## src/rtl/core/cca_pkg.sv

```systemverilog
// Shared types and constants for the circle canvas rasterizer.
// No dependencies; the top level, cca_datapath and cca_ctrl import this package.
`default_nettype none

package cca_pkg;

    // Canvas geometry and fixed-point format
    localparam int MAX_SIDE   = 256;
    localparam int SIDE_BITS  = $clog2(MAX_SIDE);
    localparam int ADDR_BITS  = 2 * SIDE_BITS;
    localparam int DEPTH      = MAX_SIDE * MAX_SIDE;
    localparam int FRAC_BITS  = 8;
    localparam int CHAR_W     = 8;
    localparam int SIZE_W     = 9;
    localparam int COORD_W    = 20;
    localparam int CFG_DATA_W = 9;
    localparam int CFG_IDX_W  = 2;

    // Operand of the squarers: one guard bit over a coordinate
    localparam int OPND_W = COORD_W + 1;
    localparam int SQ_W   = 2 * OPND_W - 1;
    localparam int DIST_W = SQ_W + 1;

    // Operation codes
    localparam logic [1:0] OP_CLEAR = 2'd0;
    localparam logic [1:0] OP_DRAW  = 2'd1;
    localparam logic [1:0] OP_READ  = 2'd2;

    // Status codes
    localparam logic [1:0] ST_OK         = 2'd0;
    localparam logic [1:0] ST_BAD_RADIUS = 2'd1;
    localparam logic [1:0] ST_OUTSIDE    = 2'd2;

    // Configuration register indexes
    localparam logic [CFG_IDX_W-1:0] CFG_WIDTH  = 2'd0;
    localparam logic [CFG_IDX_W-1:0] CFG_HEIGHT = 2'd1;
    localparam logic [CFG_IDX_W-1:0] CFG_BG     = 2'd2;

    typedef struct packed {
        logic [1:0]                operation;
        logic                      filled;
        logic signed [COORD_W-1:0] center_x;
        logic signed [COORD_W-1:0] center_y;
        logic signed [COORD_W-1:0] radius;
        logic [CHAR_W-1:0]         paint_char;
        logic [SIDE_BITS-1:0]      read_row;
        logic [SIDE_BITS-1:0]      read_column;
    } in_item_t;

    typedef struct packed {
        logic [CHAR_W-1:0] pixel_char;
        logic [1:0]        status;
    } out_item_t;

    // Controller to datapath
    typedef struct packed {
        logic load_item;
        logic setup;
        logic sweep_step;
        logic result_load;
    } cca_cmd_t;

    // Datapath to controller
    typedef struct packed {
        logic [1:0] op;
        logic       radius_bad;
        logic       empty;
        logic       sweep_done;
        logic       writing;
    } cca_stat_t;

endpackage

`default_nettype wire

```

## src/rtl/core/cca_ctrl.sv

```systemverilog
// Controller: sequences one item at a time through decode, radius setup,
// pixel sweep, pipeline drain and result hand-off. Depends on cca_pkg.
`default_nettype none

module cca_ctrl
    import cca_pkg::*;
(
    input  wire logic      clk,
    input  wire logic      rst_n,
    input  wire logic      in_valid,
    output logic           in_ready,
    output logic           out_valid,
    input  wire logic      out_ready,
    input  wire cca_stat_t stat,
    output cca_cmd_t       cmd
);

    localparam logic [2:0] S_IDLE   = 3'd0;
    localparam logic [2:0] S_DECODE = 3'd1;
    localparam logic [2:0] S_SETUP  = 3'd2;
    localparam logic [2:0] S_SWEEP  = 3'd3;
    localparam logic [2:0] S_DRAIN  = 3'd4;
    localparam logic [2:0] S_FINISH = 3'd5;

    logic [2:0] state_reg;
    logic [2:0] state_next;
    logic       out_valid_reg;
    logic       out_valid_next;

    always_comb
    begin
        state_next      = state_reg;
        cmd             = '0;
        out_valid_next  = out_valid_reg && !out_ready;
        unique case (state_reg)
            S_IDLE:
            begin
                if (in_valid)
                begin
                    cmd.load_item = 1'b1;
                    state_next    = S_DECODE;
                end
            end
            S_DECODE:
            begin
                case (stat.op)
                    OP_CLEAR: state_next = stat.empty ? S_FINISH : S_SWEEP;
                    OP_DRAW:  state_next = (stat.radius_bad || stat.empty) ? S_FINISH : S_SETUP;
                    default:  state_next = S_FINISH;
                endcase
            end
            S_SETUP:
            begin
                cmd.setup  = 1'b1;
                state_next = S_SWEEP;
            end
            S_SWEEP:
            begin
                cmd.sweep_step = 1'b1;
                if (stat.sweep_done)
                begin
                    state_next = S_DRAIN;
                end
            end
            S_DRAIN:
            begin
                state_next = S_FINISH;
            end
            S_FINISH:
            begin
                // hold until the output register is free
                if (!out_valid_reg || out_ready)
                begin
                    cmd.result_load = 1'b1;
                    out_valid_next  = 1'b1;
                    state_next      = S_IDLE;
                end
            end
            default:
            begin
                state_next = S_IDLE;
            end
        endcase
    end

    always_ff @(posedge clk or negedge rst_n)
    begin
        if (!rst_n)
        begin
            state_reg     <= S_IDLE;
            out_valid_reg <= 1'b0;
        end
        else
        begin
            state_reg     <= state_next;
            out_valid_reg <= out_valid_next;
        end
    end

    assign in_ready  = (state_reg == S_IDLE);
    assign out_valid = out_valid_reg;

endmodule

`default_nettype wire
```

## config.mk

```make
export PLATFORM = sky130hd
export DESIGN_NAME = cca_ctrl
export DESIGN_NICKNAME = d
export VERILOG_FILES = /design/src/rtl/core/cca_pkg.sv /design/src/rtl/core/cca_ctrl.sv
export SDC_FILE = /design/constraint.sdc
export NUM_CORES = 1
export LEC_CHECK = 0
export BUFFER_PORTS_ARGS = -buffer_cell sky130_fd_sc_hd__buf_2
export CAP_MARGIN = 25
export CORE_AREA = 2 2 39 41
export DETAILED_ROUTE_END_ITERATION = 8
export DIE_AREA = 0 0 41 43
export PLACE_DENSITY = 0.42
export RECOVER_POWER = 25
export SKIP_LAST_GASP = 1
export SYNTH_ARGS = -nofsm -noshare
export SYNTH_HDL_FRONTEND = slang
export SYNTH_SLANG_ARGS = --single-unit
export TNS_END_PERCENT = 20
```

## constraint.sdc

```tcl
create_clock -name clk -period 1.3 [get_ports clk]
set_input_delay 0.065 -clock clk [delete_from_list [all_inputs] [get_ports clk]]
set_output_delay 0.065 -clock clk [all_outputs]
set_load 0.005 [all_outputs]
```

Word level (Yosys, flattened, before mapping)
Index checks and enable logic that the tools add are counted.
{ "classes": {"n_eq_ne": 9, "n_mux": 15, "n_reduce_logical": 8} }
{ "op_table": {"columns": ["cell", "n"], "rows": [
  ["$pmux W3 S6", 1],
  ["$mux W3", 5],
  ["$mux W1", 8],
  ["$eq A3 B2 Y1 const B", 2],
  ["$eq A3 B3 Y1 const B", 2],
  ["$ne A2 B2 Y1 const B", 3],
  ["$pmux W3 S2", 1],
  ["$eq A3 B1 Y1 const B", 1],
  ["$logic_not A3 Y1", 1],
  ["$reduce_and A3 Y1", 1],
  ["$eq A2 B1 Y1 const B", 1],
  ["$logic_not A1 Y1", 2],
  ["$logic_not A2 Y1", 1],
  ["$logic_or A1 B1 Y1", 2],
  ["$logic_and A1 B1 Y1", 1]
]} }
{ "word_totals": {"ff_bits": 4, "out_inout_bits": 6, "elab_cells": 34} }

Depth between registers and ports, before layout
Gate-level depths: netlist of the first run.
{ "depth": {"word_depth": 4, "ltp_mapped": 4} }

Worst setup path after synthesis of the first run
Ideal clock, no wire load.
{ "synth_path": {"path_kind": "flip-flop to flip-flop", "startpoint": "register state_reg[1]", "endpoint": "register state_reg[0]", "setup_ns": 0.124, "arrival_time_ns": 0.979, "slack_ns": 0.197, "stages_incl_launch_ff": 5, "n_path_buf": 1, "synth_period_minus_slack_ns": 1.103, "cell_sequence": "dfrtp_1 buf_4 nor3_1 a211oi_1 a211o_1"} }
{ "synth_between": {"elab_chain_len": 3} }
{ "synth_lines": {"columns": ["item", "line", "source"], "rows": [
  ["from (decl)", "cca_ctrl.sv:25", "logic [2:0] state_reg;"],
  ["from (signal assigned)", "cca_ctrl.sv:95", "state_reg <= state_next;"],
  ["$eq A3 B3 Y1, or another cell as far along", "cca_ctrl.sv:35", "unique case (state_reg)"],
  ["$ne A2 B2 Y1 (no source line)", null, null],
  ["$reduce_and A3 Y1 (no source line)", null, null]
]} }
Parallel ways exist; a longest one is shown, timed or not.
A chain may end at the register's enable or synchronous reset.

==> impl_results.md, run 1 <==
* Chip height at 43 µm
* GRT Util Overall at 10.98%
* Hold slack at 0.1522 ns
* I/O Pins at 16
* Cell Int Power at 569.8 µW
* Drt first pass iters at 4
* Worst vdd ir at 0.6043 mV
* Layout cells sized above 1 at 56.86%
* Final cell count without fillers at 67
* Inserted Diodes at 0
* Clock Path Buffers at 2
* Synth-to-layout area growth at 62.15%
* Final Hold Vio Count at 0
* Initial Util at 19.35%
* Mapped Cells at 29
* Clock buffer count from CTS at 3
* HPWL Detailed at about 490 µm
* RSZ-0062 raised after global routing: true
* Post-Syn Area at roughly 270 µm²
* Gp weighted congestion at a little over 0.7
* Placement Cell Area at about 350 µm²
* GR Overflow Total at 0
* Vias post-DR at 311
* CTS tree: done
* Worst-Margin Slew at 0.3404 ns
* Syn Area/Cell at 9.233 µm²
* Fin nets at 63
* Fin Clk Skew at 0.002280 ns
* Ys Warns at 0
* DR vias/cell at 4.642
* Mapped Nets at 39
* Die width at 41 µm
* Count of different cell masters after synthesis at 23
* H-tree levels at 1
* Gate power share at 54.6%
* Placed cells at 58
* Clk sink count at 4
* Final wirelength at 694 µm
* CTS Root Cell: clkbuf_4
* Minimum clock period at 1.263 ns
* Status: complete, no violations
* I/O Buffers at 14
* Flop pwr share at 28.8%
* Largest net degree at the start of global routing at 9
* Worst Setup Start Kind: flop
* Most common cell after layout, fill and taps aside: buf_2
* Die ar. at 1763 µm²
* Setup violations, final at 0
* WP data required at 1.24 ns
* Max frequency at 0.7917 GHz
* Slew Viols, Final at 0
* Vias in the first global route at 310
* PD cells at 2075 nW/µm²
* Switching portion of total power at a little under two fifths
* Crit path capture type: primary output
* CP Max Fanout at 4
* CP arrival at 1.20 ns
* Clock power frac at 16.6%
* Drt first-iter violations at 12
* Sequential area share after synthesis at 37.38%
* Post-synthesis register bit count at 4
* Wire per inst at 10.36 µm
* Max-slew headroom at 77.26%
* Sw power at between 300 and 400 µW
* Setup TNS at 0 ns
* LEAKAGE at 0.2120 nW
* Most frequent cells in the layout: buf_2, buf_4, nor2_1, clkbuf_4
* DRC violation count after routing at 0
* Post-layout instance area at 434.2 µm²
* Clock-pin slew on the worst setup and hold paths at 0.04 ns
* Max Cap Viol at 0
* Critical path class: reg -> out
* Final antenna-violating net count at 0
* Initial antenna violation count at 0
* Worst hold-check path type: in -> reg
* Final worst-path cycle share at 97.16%
* Row count at 14
* Max FFs per register at 3
* Clk_lat worst skew at 0.23 ns
* Global-route wire length before repair at around 1.3 mm
* Core footprint at 1384 µm²
-- area by class of cell --
cell class,count,area [µm²]
fill,164,949.7
clock buffer,3,22.52
timing repair buffer,21,123.9
tap,16,20.02
sequential,4,102.6
multi-input combinational,22,161.4
inverter,1,3.754
-- worst paths after layout --
kind | start | to | slack [ns] | cells after the start
min in group asynchronous | rst_n | state_reg[2] | 0.19 | 2
max reg2reg | state_reg[1] | state_reg[0] | 0.07 | 4
min reg2reg | state_reg[2] | state_reg[1] | 0.59 | 2
max | state_reg[1] | cmd[0] | 0.04 | 3
max in group asynchronous | rst_n | state_reg[0] | 0.91 | 2
min | out_ready | out_valid | 0.15 | 3
-- critical path, cell delays in order (launching register included) --
cell	delay, ns
dfrtp_2	0.43
or2b_1	0.27
nor3b_2	0.15
buf_2	0.13
-- layer usage --
metal	wire, µm	global-route usage (%)	vias to the layer above
met5	0	0	-
met2	346	13.44	12
met1	304	13.31	145
met4	0	8.000	0
li1	-	-	154
met3	44	6.806	0
-- synthesized netlist by cell type --
| cell type | n | area, µm² |
|---|---|---|
| a2111oi_2 | 1 | 15.01 |
| o22ai_1 | 1 | 6.260 |
| nor2_1 | 3 | 11.26 |
| nor3_1 | 2 | 10.01 |
| nand2_1 | 1 | 3.750 |
| a21o_1 | 1 | 7.510 |
| buf_4 | 1 | 7.510 |
| and2_1 | 1 | 6.260 |
| a211oi_1 | 1 | 7.510 |
| o21ai_0 | 1 | 5.000 |
| or2b_2 | 1 | 8.760 |
| a22oi_1 | 1 | 7.510 |
| or2b_1 | 1 | 7.510 |
| nor3b_1 | 1 | 7.510 |
| inv_1 | 1 | 3.750 |
| a211o_1 | 1 | 8.760 |
| nor4b_1 | 1 | 8.760 |
| o41ai_1 | 1 | 8.760 |
| dfrtp_1 | 4 | 100.1 |
| buf_2 | 1 | 5.000 |
| nor4_1 | 1 | 6.260 |
| nand2b_2 | 1 | 8.760 |
| nor2b_1 | 1 | 6.260 |
-- power groups by stage --
stage               combinational, mW  sequential [mW]  clock (mW)
floorplan                       0.277            0.216           0
global placement                0.358            0.272           0
detailed placement              0.354            0.265           0
CTS                             0.471            0.247       0.159
global route                    0.552            0.271       0.173
finish                          0.492            0.260       0.149
-- per-stage QoR --
stage                     power, mW  utilization [%]  setup slack (ns)
final                        0.9010            31.37           0.03687
after global routing         0.9962            31.37          -0.02790
after CTS                    0.8778            30.65           0.02495
after detailed placement     0.6184            25.50            0.1094
after global placement       0.6293            25.50            0.1090
after floorplan              0.4926                -            0.1974
-- cells by family after synthesis --
kind of cell | count (synthesis) | share of synthesized area, %
flops | 4 | 37.38
simple gates | 14 | 31.78
compound gates | 8 | 24.77
buf+inv | 3 | 6.073
-- timing repair --
| action | 4_1_cts | 5_1_grt |
|---|---|---|
| resized for setup | 1 | 3 |
| hold buffers | 1 | 0 |
| setup endpoints to repair | 2 | 4 |
| pin swaps | 0 | 0 |
| buffers inserted | 5 | 0 |
| endpoints found under the hold margin | 4 | 0 |
Power figures use the tool's default switching activity.
==> run 2: changes to the inputs <==
--- a/config.mk
+++ b/config.mk
@@ -5,12 +5,13 @@
 export SDC_FILE = /design/constraint.sdc
 export NUM_CORES = 1
 export LEC_CHECK = 0
+export ABC_AREA = 1
 export BUFFER_PORTS_ARGS = -buffer_cell sky130_fd_sc_hd__buf_2
 export CAP_MARGIN = 25
 export CORE_AREA = 2 2 39 41
 export DETAILED_ROUTE_END_ITERATION = 8
 export DIE_AREA = 0 0 41 43
-export PLACE_DENSITY = 0.42
+export PLACE_DENSITY = 0.45
 export RECOVER_POWER = 25
 export SKIP_LAST_GASP = 1
 export SYNTH_ARGS = -nofsm -noshare
==> run 2 against run 1 <==
Clock power about the same; die area unchanged; global-route usage fell by 1.6 points; hold slack got worse by 0.0021 ns; final cell count increased by 24%; register-to-register slack improved by 0.14 ns; wire length down 7.1%; sequential share of layout area decreased by 0.44 points; critical endpoint unchanged.
==> impl_results.md, run 2 <==
* Status: complete, no violations
* Pre-CTS setup slack at 0.1865 ns (+0.07708 ns)
* Crit path capture type: primary output
* Final worst-path cycle share at 92.60% (-4.6 points)
* Clock Path Buffers at 2 (unchanged)
* I/O Pins at 16 (unchanged)
* Chip height at 43 µm (unchanged)
* Worst hold-check path type: in -> reg
* Cell Chain, Critical Path: inv_2, nor2_1, nand2_2, a21oi_1, buf_2
* Placed cells at 78 (+34%)
* GR Overflow Total at 0 (unchanged)
* Max-slew headroom at 81.65% (+4.4 points)
* CTS tree: done
* Inserted Diodes at 0 (unchanged)
* Synth Flop Type: dfrtp_1
* Gp weighted congestion at 0.6811 (-6.0%)
* CP Buf/Inv Count at 2 (+1)
* Initial Util at 21.70% (+2.4 points)
* Worst vdd ir at 0.4922 mV (-19%)
* Layout cells sized above 1 at 35.82% (-21 points)
* Post-layout instance area at 431.7 µm² (-0.58%)
* Slew Viols, Final at 0 (unchanged)
* Max Cap Viol at 0 (unchanged)
* Global-route wire length before repair at 1.179 mm (-6.1%)
* GRT Util Overall at 9.366% (-1.6 points)
* Syn Area/Cell at 6.256 µm² (-32%)
* CP Max Fanout at 4 (unchanged)
* Final Util at 31.19% (-0.18 points)
* Placement Cell Area at 390.4 µm² (+11%)
* Initial antenna violation count at 0 (unchanged)
* Drt first-iter violations at 4 (-8)
* Most frequent cell after synthesis: nand2_1
* RSZ-0062 raised after global routing: true
* DR vias/cell at 3.976 (-14%)
* Fin Clk Skew at 0.0003279 ns (-0.001952 ns)
* Crit path launch: state_reg[0]
* Final Hold Vio Count at 0 (unchanged)
* Fin nets at 79 (+25%)
* Slowest CP cell: dfrtp_1
* Worst Setup Start Kind: flop
* Final wirelength at 645 µm (-7.1%)
* Count of different cell masters after synthesis at 11 (-52%)
* Leading area contributor after synthesis: dfrtp_1
* HPWL Detailed at 543 µm (+11%)
* Clk_lat worst skew at 0.23 ns (about the same)
* Setup violations, final at 0 (unchanged)
* Area of the multi-input gates at 165.2 µm² (+2.3%)
* Worst reg2reg path depth at 7 (+3)
* Synth-to-layout area growth at 43.75%
* # fillers at 164 (unchanged)
* Post-Syn Area at 300.3 µm² (+12%)
* CP arrival at 1.14 ns (-0.06 ns)
* Ys async rst share at 100.0% (unchanged)
* Critical path depth at 5 (+2)
* Sequential area share after synthesis at 33.33% (-4.0 points)
* Largest net degree at the start of global routing at 6 (-3)
* Mapped Cells at 48 (+66%)
* CP max stage delay at 0.39 ns (-0.04 ns)
* H-tree levels at 1 (unchanged)
* LEAKAGE at 0.2638 nW (+24%)
* Worst-Margin Slew at 0.2753 ns (-0.06514 ns)
* Die ar. at 1763 µm² (unchanged)
* Drt first pass iters at 4 (unchanged)
* Vias in the first global route at 291 (-6.1%)
* Synth top area cells: dfrtp_1, nand2_1, nand3_1, inv_1, nor2_4
* Critical path class: reg -> out
* Final worst-path setup slack at 0.09626 ns (+0.05939 ns)
* Post-synth top cells: nand2_1, inv_1, nand3_1
* Max FFs per register at 3 (unchanged)
* Final antenna-violating net count at 0 (unchanged)
* Setup TNS at 0 ns (unchanged)
* Row count at 14 (unchanged)
* WP data required at 1.24 ns (about the same)
* Top-area cell type share of the netlist area at 33.33% (-4.0 points)
* Core footprint at 1384 µm² (unchanged)
* CTS Root Cell: clkbuf_4
* Clock-pin slew on the worst setup and hold paths at 0.04 ns (about the same)
* Register-to-register setup slack at 0.21 ns (+0.14 ns)
* Final cell count without fillers at 83 (+24%)
* Clk sink count at 4 (unchanged)
* Clock buffer count from CTS at 3 (unchanged)
* Vias post-DR at 330 (+6.1%)
* Delay-heaviest family, CP: flip-flops
* Post-synth EDFFs at 0 (unchanged)
* Worst R2R Start: state_reg[2]
* Hold slack at 0.1501 ns (-0.002105 ns)
* Reg2reg end: state_reg[2]
* PD cells at 1965 nW/µm² (-5.3%)
* Most common cell after layout, fill and taps aside: nand2_1
* Post-synthesis register bit count at 4 (unchanged)
* Die width at 41 µm (unchanged)
* Max frequency at 0.8307 GHz (+4.9%)
* PnR Total Power at 848.3 µW (-5.9%)
* CP Capture Point: cmd[0]
* Most frequent cells in the layout: nand2_1, buf_2, inv_1, nand3_1, nor2_1
* Wire per inst at 7.771 µm (-25%)
* Minimum clock period at 1.204 ns (-0.05939 ns)
* Ys Warns at 0 (unchanged)
* I/O Buffers at 14 (unchanged)
* Mapped Nets at 58 (+49%)
* DRC violation count after routing at 0 (unchanged)
* FF/Latch Area at 100.1 µm² (-2.4%)
-- run 2: cell families (layout without fill, tap and decap cells) --
family | Yosys count | in the layout | share of synthesized area [%]
AOI/OAI and AO/OA | 3 | 3 | 4.999
buffers and inverters | 10 | 29 | 12.50
and+or+nand+nor | 31 | 31 | 49.17
DFF | 4 | 4 | 33.33
-- run 2: worst min path at each step --
stage / startpoint / end / slack, ns / depth (start not counted)
2_1_floorplan: rst_n / out_valid / -0.23 / 0
3_3_place_gp: rst_n / out_valid / -0.13 / 1
3_5_place_dp: rst_n / out_valid / -0.13 / 1
4_1_cts: stat[1] / state_reg[0] / 0.14 / 4
5_1_grt: stat[1] / state_reg[0] / 0.17 / 4
6_report: stat[1] / state_reg[0] / 0.15 / 4
-- run 2: layer usage --
layer  vias up  track usage [%]  wire [µm]
met4         0            4.000          0
met3         0                0         18
met5         -                0          0
met1       141            15.26        324
li1        183                -          -
met2         6            12.50        302
-- run 2: area by class of cell --
| type | count | share of cell area (%) |
|---|---|---|
| timing repair buffer | 16 | 20.00 |
| clock buffer | 3 | 5.217 |
| multi-input combinational | 34 | 38.26 |
| sequential | 4 | 23.19 |
| inverter | 10 | 8.696 |
| tap | 16 | 4.638 |
-- run 2: worst reg2reg max path, cell delays in order, from the launching register on --
cell	delay, ns
dfrtp_1	0.49
inv_2	0.09
nor2_1	0.11
inv_1	0.06
o21ai_0	0.06
nand2_1	0.07
nand2_1	0.07
nand2_1	0.04
-- run 2: report_power, final --
part	internal (mW)	switching, mW
logic	0.188	0.251
clock network	0.103	0.0450
registers	0.183	0.0785
total	0.473	0.375
-- run 2: repair_timing --
action	4_1_cts	5_1_grt
gates resized for setup	0	1
hold endpoints to repair	4	0
buffers inserted	0	1
endpoints found under the setup margin	0	2
hold buffers	1	0
